## src/rtl/core/pnf_pkg.sv

```systemverilog
`default_nettype none

package pnf_pkg;

	// Width of one list element and of the swap counter on the result channel.
	localparam int DataW  = 32;
	localparam int SwapW  = 6;

	// Default buffer depth in elements.
	localparam int DepthDefault = 64;

	// Commands from the controller to the datapath.
	typedef struct packed {
		logic load;        // store the accepted item, or flag it as dropped
		logic part_init;   // set up the pointers for the partition walk
		logic rd_ptr;      // read the elements under both pointers
		logic step_left;   // move the left pointer right
		logic step_right;  // move the right pointer left
		logic swap_wr1;    // write the right element at the left pointer
		logic swap_wr2;    // write the left element at the right pointer, step both
		logic emit_init;   // start the output pass at the first element
		logic emit_rd;     // read the element at the output index
		logic out_load;    // capture the read element into the output register
		logic emit_next;   // advance the output index
		logic clear_list;  // close the list: count, swaps and drop flag to zero
	} cmd_t;

	// Status from the datapath to the controller.
	typedef struct packed {
		logic short_next;  // the list holds fewer than two elements after this item
		logic ptr_lt;      // left pointer is below right pointer
		logic left_neg;    // element at the left pointer is negative
		logic right_pos;   // element at the right pointer is positive
		logic emit_last;   // output index is on the final element
	} sts_t;

endpackage

`default_nettype wire

```

## src/rtl/core/pnf_in_if.sv

```systemverilog
`default_nettype none

interface pnf_in_if;
	logic                             valid;
	logic                             ready;
	logic signed [pnf_pkg::DataW-1:0] value;
	logic                             last;

	modport source (output valid, output value, output last, input ready);
	modport sink (input valid, input value, input last, output ready);
endinterface

`default_nettype wire

```

## src/rtl/core/pnf_out_if.sv

```systemverilog
`default_nettype none

interface pnf_out_if;
	logic                             valid;
	logic                             ready;
	logic signed [pnf_pkg::DataW-1:0] value_res;
	logic                             last_res;
	logic        [pnf_pkg::SwapW-1:0] swap_total;
	logic                             overflow;

	modport source (output valid, output value_res, output last_res, output swap_total,
		output overflow, input ready);
	modport sink (input valid, input value_res, input last_res, input swap_total,
		input overflow, output ready);
endinterface

`default_nettype wire

```

## src/rtl/core/pnf_ctrl.sv

```systemverilog
`default_nettype none

module pnf_ctrl (
	input  wire logic          clk,
	input  wire logic          arst_n,
	input  wire logic          in_valid,
	input  wire logic          in_last,
	output logic               in_ready,
	input  wire logic          out_ready,
	output logic               out_valid,
	input  wire pnf_pkg::sts_t sts,
	output pnf_pkg::cmd_t      cmd
);

	typedef enum logic [6:0] {
		S_LOAD = 7'b0000001,
		S_PRD  = 7'b0000010,
		S_PEV  = 7'b0000100,
		S_SWP  = 7'b0001000,
		S_ERD  = 7'b0010000,
		S_EWT  = 7'b0100000,
		S_EOUT = 7'b1000000
	} state_t;

	state_t state_q;
	state_t state_d;

	always_ff @(posedge clk or negedge arst_n) begin
		if (!arst_n) begin
			state_q <= S_LOAD;
		end else begin
			state_q <= state_d;
		end
	end

	always_comb begin
		state_d   = state_q;
		cmd       = '0;
		in_ready  = 1'b0;
		out_valid = 1'b0;
		unique case (state_q)
			S_LOAD: begin
				in_ready = 1'b1;
				if (in_valid) begin
					cmd.load = 1'b1;
					if (in_last) begin
						if (sts.short_next) begin
							cmd.emit_init = 1'b1;
							state_d       = S_ERD;
						end else begin
							cmd.part_init = 1'b1;
							state_d       = S_PRD;
						end
					end
				end
			end
			S_PRD: begin
				cmd.rd_ptr = 1'b1;
				state_d    = S_PEV;
			end
			S_PEV: begin
				if (!sts.ptr_lt) begin
					cmd.emit_init = 1'b1;
					state_d       = S_ERD;
				end else if (sts.left_neg) begin
					cmd.step_left = 1'b1;
					state_d       = S_PRD;
				end else if (sts.right_pos) begin
					cmd.step_right = 1'b1;
					state_d        = S_PRD;
				end else begin
					cmd.swap_wr1 = 1'b1;
					state_d      = S_SWP;
				end
			end
			S_SWP: begin
				cmd.swap_wr2 = 1'b1;
				state_d      = S_PRD;
			end
			S_ERD: begin
				cmd.emit_rd = 1'b1;
				state_d     = S_EWT;
			end
			S_EWT: begin
				cmd.out_load = 1'b1;
				state_d      = S_EOUT;
			end
			S_EOUT: begin
				out_valid = 1'b1;
				if (out_ready) begin
					if (sts.emit_last) begin
						cmd.clear_list = 1'b1;
						state_d        = S_LOAD;
					end else begin
						cmd.emit_next = 1'b1;
						state_d       = S_ERD;
					end
				end
			end
			default: begin
				state_d = S_LOAD;
			end
		endcase
	end

endmodule

`default_nettype wire

```

## src/rtl/core/pnf_datapath.sv

```systemverilog
`default_nettype none

module pnf_datapath #(
	parameter int DEPTH = pnf_pkg::DepthDefault
) (
	input  wire logic                             clk,
	input  wire logic                             arst_n,
	input  wire pnf_pkg::cmd_t                    cmd,
	output pnf_pkg::sts_t                         sts,
	input  wire logic signed [pnf_pkg::DataW-1:0] in_value,
	output logic signed      [pnf_pkg::DataW-1:0] value_res,
	output logic                                  last_res,
	output logic             [pnf_pkg::SwapW-1:0] swap_total,
	output logic                                  overflow
);

	localparam int AddrW = $clog2(DEPTH);
	localparam int CntW  = $clog2(DEPTH + 1);
	localparam int DataW = pnf_pkg::DataW;
	localparam int SwapW = pnf_pkg::SwapW;

	logic [DataW-1:0] list_mem_q [DEPTH];
	logic [DataW-1:0] rd_a_q;
	logic [DataW-1:0] rd_b_q;

	logic [CntW-1:0]  count_q;
	logic [AddrW-1:0] left_q;
	logic [AddrW-1:0] right_q;
	logic [AddrW-1:0] idx_q;
	logic [SwapW-1:0] swaps_q;
	logic             dropped_q;

	logic             has_room;
	logic [CntW-1:0]  count_next;
	logic [CntW-1:0]  count_m1;
	logic [CntW-1:0]  idx_p1;
	logic             wr_en;
	logic [AddrW-1:0] wr_addr;
	logic [DataW-1:0] wr_data;
	logic [AddrW-1:0] rd_a_addr;

	assign has_room   = count_q < CntW'(DEPTH);
	assign count_next = count_q + CntW'(has_room);
	assign count_m1   = count_next - CntW'(1);
	assign idx_p1     = CntW'(idx_q) + CntW'(1);

	assign sts.short_next = count_next < CntW'(2);
	assign sts.ptr_lt     = left_q < right_q;
	assign sts.left_neg   = rd_a_q[DataW-1];
	assign sts.right_pos  = !rd_b_q[DataW-1] && (rd_b_q != '0);
	assign sts.emit_last  = idx_p1 == count_q;

	// One write port: loading, then the two halves of a swap.
	always_comb begin
		wr_en   = 1'b0;
		wr_addr = right_q;
		wr_data = rd_a_q;
		if (cmd.load && has_room) begin
			wr_en   = 1'b1;
			wr_addr = count_q[AddrW-1:0];
			wr_data = in_value;
		end else if (cmd.swap_wr1) begin
			wr_en   = 1'b1;
			wr_addr = left_q;
			wr_data = rd_b_q;
		end else if (cmd.swap_wr2) begin
			wr_en = 1'b1;
		end
	end

	assign rd_a_addr = cmd.emit_rd ? idx_q : left_q;

	always_ff @(posedge clk) begin
		if (wr_en) begin
			list_mem_q[wr_addr] <= wr_data;
		end
		if (cmd.rd_ptr || cmd.emit_rd) begin
			rd_a_q <= list_mem_q[rd_a_addr];
		end
		if (cmd.rd_ptr) begin
			rd_b_q <= list_mem_q[right_q];
		end
		if (cmd.out_load) begin
			value_res  <= rd_a_q;
			last_res   <= sts.emit_last;
			swap_total <= swaps_q;
			overflow   <= dropped_q;
		end
	end

	always_ff @(posedge clk or negedge arst_n) begin
		if (!arst_n) begin
			count_q   <= '0;
			left_q    <= '0;
			right_q   <= '0;
			idx_q     <= '0;
			swaps_q   <= '0;
			dropped_q <= 1'b0;
		end else begin
			if (cmd.load) begin
				count_q <= count_next;
				if (!has_room) begin
					dropped_q <= 1'b1;
				end
			end
			if (cmd.part_init) begin
				left_q  <= '0;
				right_q <= count_m1[AddrW-1:0];
				swaps_q <= '0;
			end
			if (cmd.step_left) begin
				left_q <= left_q + AddrW'(1);
			end
			if (cmd.step_right) begin
				right_q <= right_q - AddrW'(1);
			end
			if (cmd.swap_wr2) begin
				left_q  <= left_q + AddrW'(1);
				right_q <= right_q - AddrW'(1);
				swaps_q <= swaps_q + SwapW'(1);
			end
			if (cmd.emit_init) begin
				idx_q <= '0;
			end
			if (cmd.emit_next) begin
				idx_q <= idx_q + AddrW'(1);
			end
			if (cmd.clear_list) begin
				count_q   <= '0;
				swaps_q   <= '0;
				dropped_q <= 1'b0;
			end
		end
	end

endmodule

`default_nettype wire

```

## src/rtl/core/partition_negatives_first.sv

```systemverilog
// After the last item of a list is accepted the pointer walk runs, then the output pass; a
// list of one element skips the walk. Each pointer step passes through a read and an evaluate
// state, and a swap adds a write state. Loading accepts one item per cycle; one list is handled
// at a time. Each result item passes a buffer read, an output register load and a handshake.
// Reset (arst_n low, asynchronous) returns the controller to loading with an empty list;
// the buffer itself is not cleared, since only entries written for the open list are read.
`default_nettype none

// Sign partition of a list, negatives first.
//
// Items are written into an on-chip buffer in arrival order. The item flagged last closes
// the list, and the controller then walks two pointers inward over the buffer. The left
// pointer moves past negative elements and the right pointer moves past positive ones;
// zeros stop both. When both pointers stop with left below right, the two elements are
// exchanged by two writes and both pointers step inward. The buffer has one write
// port and two read ports; each pointer step passes through a read state and an evaluate state.
//
// When the walk ends the list is read out in order through an output register. Every result
// item carries the swap count of its list and a flag telling whether items arrived after
// the buffer was full; such items are dropped, but a dropped last item still closes the
// list. Lists of one element skip the walk and are emitted unchanged.
module partition_negatives_first #(
	parameter int DEPTH = pnf_pkg::DepthDefault
) (
	input  wire logic  clk,
	input  wire logic  arst_n,
	pnf_in_if.sink     items,
	pnf_out_if.source  results
);

	pnf_pkg::cmd_t cmd;
	pnf_pkg::sts_t sts;

	// The controller sequences load, partition walk and output pass.
	pnf_ctrl u_ctrl (
		.clk       (clk),
		.arst_n    (arst_n),
		.in_valid  (items.valid),
		.in_last   (items.last),
		.in_ready  (items.ready),
		.out_ready (results.ready),
		.out_valid (results.valid),
		.sts       (sts),
		.cmd       (cmd)
	);

	// The datapath holds the buffer, the pointers, the counters and the output register.
	pnf_datapath #(
		.DEPTH (DEPTH)
	) u_datapath (
		.clk        (clk),
		.arst_n     (arst_n),
		.cmd        (cmd),
		.sts        (sts),
		.in_value   (items.value),
		.value_res  (results.value_res),
		.last_res   (results.last_res),
		.swap_total (results.swap_total),
		.overflow   (results.overflow)
	);

endmodule

`default_nettype wire
```

## src/flat_wrapper.sv

```systemverilog
// flat-port wrapper written by rule: the top's interface ports become plain ports
module partition_negatives_first_flat 
#(
	parameter int DEPTH = pnf_pkg::DepthDefault
)
  (clk, arst_n, items_valid, items_value, items_last, items_ready, results_valid, results_value_res, results_last_res, results_swap_total, results_overflow, results_ready);
  pnf_in_if items_i ();
  pnf_out_if results_i ();
  input  wire logic clk;
  input  wire logic arst_n;
  input wire logic [$bits(items_i.valid)-1:0] items_valid;
  input wire logic [$bits(items_i.value)-1:0] items_value;
  input wire logic [$bits(items_i.last)-1:0] items_last;
  output wire logic [$bits(items_i.ready)-1:0] items_ready;
  output wire logic [$bits(results_i.valid)-1:0] results_valid;
  output wire logic [$bits(results_i.value_res)-1:0] results_value_res;
  output wire logic [$bits(results_i.last_res)-1:0] results_last_res;
  output wire logic [$bits(results_i.swap_total)-1:0] results_swap_total;
  output wire logic [$bits(results_i.overflow)-1:0] results_overflow;
  input wire logic [$bits(results_i.ready)-1:0] results_ready;
  assign items_i.valid = items_valid;
  assign items_i.value = items_value;
  assign items_i.last = items_last;
  assign items_ready = items_i.ready;
  assign results_valid = results_i.valid;
  assign results_value_res = results_i.value_res;
  assign results_last_res = results_i.last_res;
  assign results_swap_total = results_i.swap_total;
  assign results_overflow = results_i.overflow;
  assign results_i.ready = results_ready;
  partition_negatives_first #(.DEPTH(DEPTH)) u_core (.clk(clk), .arst_n(arst_n), .items(items_i), .results(results_i));
endmodule
```

## config.mk

```make
export PLATFORM = sky130hd
export DESIGN_NAME = partition_negatives_first_flat
export DESIGN_NICKNAME = d
export VERILOG_FILES = /design/src/rtl/core/pnf_pkg.sv /design/src/rtl/core/pnf_in_if.sv /design/src/rtl/core/pnf_out_if.sv /design/src/rtl/core/pnf_ctrl.sv /design/src/rtl/core/pnf_datapath.sv /design/src/rtl/core/partition_negatives_first.sv /design/src/flat_wrapper.sv
export SDC_FILE = /design/constraint.sdc
export NUM_CORES = 2
export LEC_CHECK = 0
export ABC_CLOCK_PERIOD_IN_PS = 11000
export BUFFER_PORTS_ARGS = -buffer_cell sky130_fd_sc_hd__buf_2
export CORE_ASPECT_RATIO = 0.7
export CORE_MARGIN = 3
export CORE_UTILIZATION = 45
export CTS_CLUSTER_DIAMETER = 50
export CTS_CLUSTER_SIZE = 20
export DETAILED_ROUTE_END_ITERATION = 10
export SYNTH_ARGS = -nofsm -noshare
export SYNTH_HDL_FRONTEND = slang
export SYNTH_SLANG_ARGS = --single-unit
```

## constraint.sdc

```tcl
create_clock -name clk -period 11 [get_ports clk]
set_input_delay 2.2 -clock clk [delete_from_list [all_inputs] [get_ports clk]]
set_output_delay 2.2 -clock clk [all_outputs]
set_load 0.005 [all_outputs]
```

# [Yosys cells after proc, flatten, opt, wreduce, memory -nomap -nowiden]
# Memory sizes are Yosys's and may differ from the RTL's. A register that Yosys moved wholly into a read port is not among the register bits.
# Index checks and enable logic that the tools add are counted.
[word_totals] n_memories=1 reg_bits=79 elab_cells=105 mem_bits_rw=2048
[classes] n_eq_ne=12 magnitude_cmp=3 reduce_logical=12 mux=59 addsub=7
[memory_table] memory="u_core.u_datapath.list_mem_q" words=64 word_bits=32 read_ports=2 rd_ports_with_merged_regs=2 wr=1 line="pnf_datapath.sv:22" rtl="logic [DataW-1:0] list_mem_q [DEPTH];"
[ops] cell="6-bit two-way mux" n=13
[ops] cell="32-bit two-way mux" n=2
[ops] cell="7-bit two-way mux" n=7
[ops] cell="7-bit one-hot mux with 7 select lines" n=1
[ops] cell="32-bit nonzero test" n=1
[ops] cell="1-bit two-way mux" n=25
[ops] cell="6-bit by 1-bit adder with 6-bit output, second input constant" n=3
[ops] cell="6-bit by 1-bit subtractor with 6-bit output, second input constant" n=2
[ops] cell="2-bit two-way mux" n=5
[ops] cell="5-bit two-way mux" n=2
[ops] cell="3-bit nonzero test" n=3
[ops] cell="6-bit by 1-bit adder with 7-bit output, second input constant" n=1
[ops] cell="7-bit by 1-bit adder with 7-bit output" n=1
[ops] cell="7-bit by 1-bit equality test with 1-bit output, second input constant" n=1
[ops] cell="7-bit by 2-bit equality test with 1-bit output, second input constant" n=1
[ops] cell="7-bit by 3-bit equality test with 1-bit output, second input constant" n=1
[ops] cell="7-bit by 4-bit equality test with 1-bit output, second input constant" n=1
[ops] cell="7-bit by 5-bit equality test with 1-bit output, second input constant" n=1
[ops] cell="7-bit by 6-bit equality test with 1-bit output, second input constant" n=1
[ops] cell="7-bit equality test" n=1
[ops] cell="7-bit equality test, second input constant" n=1
[ops] cell="7-bit by 2-bit < comparator with 1-bit output, second input constant" n=1
[ops] cell="7-bit < comparator, second input constant" n=1
[ops] cell="6-bit < comparator" n=1
[ops] cell="11 further kinds" n=16

# [Longest topological paths before layout]
[logic_depth] depth_word=11 mapped_depth=14 mapped_depth_nobuf=11

# [Cells and area by module]
# From an unflattened synthesis, not the netlist that was laid out.
[unflattened] hier_cells=6514 area_unflattened_um2=102029.1
[by_module_without_submodules] mod="pnf_datapath" area_each_um2=101481.1 instances=1 seq_area_each_um2=65422.7 cells_per_inst=6453
[by_module_without_submodules] mod="pnf_ctrl" area_each_um2=548.0 instances=1 seq_area_each_um2=176.4 cells_per_inst=61

# [Least setup slack after synthesis]
# OpenSTA, ideal clock, no wires.
[synth_path] path_kind="register to register" start="register u_core.u_datapath.right_q[1]" end="memory u_core.u_datapath.list_mem_q[0][10], data pin" t_arrival_ns=5.498 setup_slack_ns=4.801 synth_period_minus_slack_ns=6.199 setup_time_ns=0.701 stages_incl_launch_ff=13 path_buffers=5 path_cell_list="dfrtp_1 clkbuf_1 buf_2 clkbuf_1 buf_2 inv_1 ha_1 a21oi_1 o21ai_1 nor4_4 buf_2 mux2i_1 o21ai_0"
[synth_between] elab_chain_cells=5
[synth_rtl] element="start: declaration" line="pnf_datapath.sv:28" rtl="logic [AddrW-1:0] right_q;"
[synth_rtl] element="start signal: assignment" line="pnf_datapath.sv:108" rtl="right_q <= count_m1[AddrW-1:0];"
[synth_rtl] element="start signal: assignment" line="pnf_datapath.sv:115" rtl="right_q <= right_q - AddrW'(1);"
[synth_rtl] element="start signal: assignment" line="pnf_datapath.sv:119" rtl="right_q <= right_q - AddrW'(1);"
[synth_rtl] element="6-bit < comparator" line="pnf_datapath.sv:48" rtl="assign sts.ptr_lt = left_q < right_q;"
[synth_rtl] element="3-bit two-way mux" line="pnf_ctrl.sv:62" rtl="if (!sts.ptr_lt) begin"
[synth_rtl] element="3-bit two-way mux" line="pnf_ctrl.sv:41" rtl="unique case (state_q)"
[synth_rtl] element="32-bit two-way mux" line="pnf_datapath.sv:62" rtl="end else if (cmd.swap_wr1) begin"
[synth_rtl] element="32-bit two-way mux" line="pnf_datapath.sv:58" rtl="if (cmd.load && has_room) begin"
[synth_rtl] element="via u_core.u_datapath.wr_data[10]" line="pnf_datapath.sv:39" rtl="logic [DataW-1:0] wr_data;"
[synth_rtl] element="end: declaration" line="pnf_datapath.sv:22"
# The timed path passes the listed nets, and every way through them passes these cells.

# [Final worst setup path]
[layout_path] start="register u_core.u_ctrl.state_q[5]" end="register u_core.u_datapath.rd_a_q[8], read port of u_core.u_datapath.list_mem_q, data pin"
[layout_between] elab_chain_cells=3 word_cells_on_any_way=6
[layout_rtl] element="start: declaration" line="pnf_ctrl.sv:25" rtl="state_t state_q;"
[layout_rtl] element="start signal: assignment" line="pnf_ctrl.sv:32" rtl="state_q <= state_d;"
[layout_rtl] element="7-bit by 5-bit equality test with 1-bit output / 7-bit by 2-bit equality test with 1-bit output (equally long branches)" line="pnf_ctrl.sv:41"
[layout_rtl] element="1-bit two-way mux" line="pnf_ctrl.sv:41"
[layout_rtl] element="6-bit two-way mux / 1-bit logical OR (equally long branches)" line="pnf_datapath.sv:71, pnf_datapath.sv:77"
[layout_rtl] element="end: declaration" line="pnf_datapath.sv:23" rtl="logic [DataW-1:0] rd_a_q;"
# Parallel ways exist; a longest one is shown, timed or not.
# A chain may end at the register's enable or synchronous reset.

==> results.yml <==
cts:
  cts_max_path_buffers: 4
  clock_latency_ns: 0.87
  cts_setup_buffers: 0
  root_buffer: "clkbuf_16"
  hold_buffers: 0
  cts_made_buffers: 169
  cts_resized: 0
  cts_tree: "yes"
  clkTransAtPathRegs_ns: 0.08
  cts.sinks: 2191
  htree_levels: 4
sta:
  finalHoldViolations: 0
  maxSlewViolCount: 4
  fmax_ghz: 0.147
  whs_ns: 0.466
  period_needed_ns: 6.81
  setup_violations: 0
  fin_skew_ns: 0.0594
  tightest_slew_ns: 1.53
  fin_crit_sh: 0.619
  slew_headroom: -0.0296
  rsz0062_at_grt: "no"
  tns_ns: 0
outcome:
  violations: "capacitance limit, slew limit"
  status: "finished with violations"
worst_setup_path:
  rr_startpoint: "u_core.u_ctrl.state_q[5]$_DFFE_PN0P_"
  crit_required_ns: 11.58
  r2r_cells: 9
  cp-end-kind: "flop"
  cp_max_fo: 109
  cp-start-kind: "flop"
  startpoint: "u_core.u_ctrl.state_q[5]$_DFFE_PN0P_"
  worstPathArrival_ns: 7.39
  reg2reg_to: "u_core.u_datapath.rd_a_q[8]$_DFFE_PP_"
  worstSetupEndpoint: "u_core.u_datapath.rd_a_q[8]$_DFFE_PP_"
  r2r_slack_ns: 4.19
  worstSetupPathType: "reg2reg"
drt:
  wl_per_cell_um: 42.3
  wl_mm: 392
  vias: 68100
  drt-initial-drc-count: 13000
  routed_via_density: 7.35
  first_pass_iters: 8
  ant_nets: 0
  drc: 0
power_and_ir_drop:
  irDropWorstVdd_uv: 293
  power.density_nw_per_um2: 234
  power.total_uw: 26500
  power.leakage_uw: 0.0354
die:
  num_rows: 146
  die_y_um: 406
  die-area_um2: 234000
  io-pin-count: 79
  chipWidth_um: 577
  start_util: 0.453
  core_area_um2: 227000
grt:
  antenna_found_initial: 34
  grt_pass1_wl_mm: 532
  grt_max_degree: 120
  grt-ovfl-total: 0
  grt_pass1_vias: 63300
  track_usage: 0.330
synthesis:
  synth_edf_count: 2152
  syn_avg_cell_area_um2: 16.8
  yosys-top-cells-count: "edfxtp_1, mux4_2, nand2_1, clkbuf_1, mux2i_1"
  async_reset_ff_frac: 0.0178
  synth.top_cell.area_share: 0.629
  synthDistinctLibCells: 87
  ys_warn_count: 0
  synth_most_common_cell: "edfxtp_1"
  synth_ff_type: "edfxtp_1"
  synthTopCellsByArea: "edfxtp_1, mux4_2, mux2i_1, nand2_1, a211oi_1"
  syn_area_um2: 103000
  ys_ff_latch: 2191
  ys_seq_area_frac: 0.639
  synth_top_area_cell: "edfxtp_1"
  synth_fp_nets: 6180
  syn-instance-count: 6131
place:
  dpl.hpwl_mm: 232
  routabilityCongestion: 0.971
  dp_cells: 8965
  io_buffer_count: 78
layout:
  fin_nets: 6151
  area_growth_pct: 10.3
  layout-drive-gt1-share: 0.251
  final_cells: 9264
flow_run:
  cap_violations: 2
worst_hold_path:
  hold_path.class: "reg2reg"
-- layout make-up --
class                           instances  area (um^2)
Antenna cell                           14         35.0
Clock buffer                          175         4290
Clock inverter                        110         1180
Fill cell                           18400       113000
Inverter                               25          104
Multi-Input combinational cell       3399        35900
Sequential cell                      2191        65600
Tap cell                             3034         3800
Timing Repair Buffer                  316         2370
-- placed cells by master, fill, tap and decap left out, types with 54 or more instances in the layout --
cell type,n
and3_1,202
mux4_2,796
buf_4,222
nand3_1,143
a211oi_1,204
clkbuf_16,171
buf_2,78
and2_1,74
a32oi_1,96
a31oi_1,73
nor2_1,54
o21ai_0,160
mux2i_1,308
edfxtp_1,2152
nand2_1,564
a311oi_1,75
o221ai_1,80
a21oi_1,122
-- layer usage --
layer  up-vias  share of wire  global-route usage
met5         -        0.00017            0.000207
met4        10          0.039               0.111
met3       835           0.18               0.162
met2      6185           0.40               0.437
met1     35500           0.38               0.471
li1      25600              -                   -
-- report_power, final --
part	switching (uW)	total (uW)	internal, uW
logic	5610	8980	3370
registers	415	11100	10700
clock network	3230	6430	3200
total	9260	26500	17200
-- critical path, stage by stage, from the launching register on --
cell and delay, ns:
dfrtp_1 0.53, nor3_4 0.87, nand3_2 0.88, nand2_8 0.84
buf_12 0.59, buf_4 0.62, mux4_2 0.41, a2111oi_1 1.23
buf_4 0.26, a2111oi_0 0.09
-- cells by family after synthesis --
group,Yosys count,share of synthesized area
AOI/OAI and AO/OA,1022,0.0715
xor gates and xnor gates,22,0.00201
adders and majority gates,12,0.00146
buffers and inverters,541,0.0225
DFF,2191,0.639
muxes,1122,0.206
and+or+nand+nor,1221,0.0575
-- worst min-delay path by stage --
stage,to,startpoint,depth (start not counted),slack [ns]
finish,u_core.u_datapath.overflow$_DFFE_PP_,u_core.u_datapath.dropped_q$_DFFE_PN0P_,0,0.47
detailed placement,u_core.u_datapath.overflow$_DFFE_PP_,u_core.u_datapath.dropped_q$_DFFE_PN0P_,0,0.45
global placement,u_core.u_datapath.overflow$_DFFE_PP_,u_core.u_datapath.dropped_q$_DFFE_PN0P_,0,0.45
CTS,u_core.u_datapath.overflow$_DFFE_PP_,u_core.u_datapath.dropped_q$_DFFE_PN0P_,0,0.47
global route,u_core.u_datapath.overflow$_DFFE_PP_,u_core.u_datapath.dropped_q$_DFFE_PN0P_,0,0.48
floorplan,u_core.u_datapath.value_res[0]$_DFFE_PP_,u_core.u_datapath.rd_a_q[0]$_DFFE_PP_,0,0.43
-- flip-flops by register name, indices dropped and copies added, names as in the netlist --
name / flops
u_core.u_datapath.value_res: 32
u_core.u_datapath.dropped_q: 1
u_core.u_datapath.swap_total: 6
u_core.u_datapath.idx_q: 6
u_core.u_datapath.list_mem_q: 2048
u_core.u_datapath.count_q: 7
u_core.u_datapath.overflow: 1
u_core.u_ctrl.state_q: 7
u_core.u_datapath.right_q: 6
u_core.u_datapath.last_res: 1
u_core.u_datapath.rd_a_q: 32
u_core.u_datapath.left_q: 6
u_core.u_datapath.rd_b_q: 32
u_core.u_datapath.swaps_q: 6
-- through the flow --
stage,instance area [um^2],setup slack [ns],util
after floorplan,103000,4.80,-
after global placement,108000,4.58,0.476
after detailed placement,108000,4.41,0.476
after CTS,113000,4.72,0.500
after global routing,113000,4.41,0.500
final,113000,4.19,0.500
(Power assumes the default switching activity.)
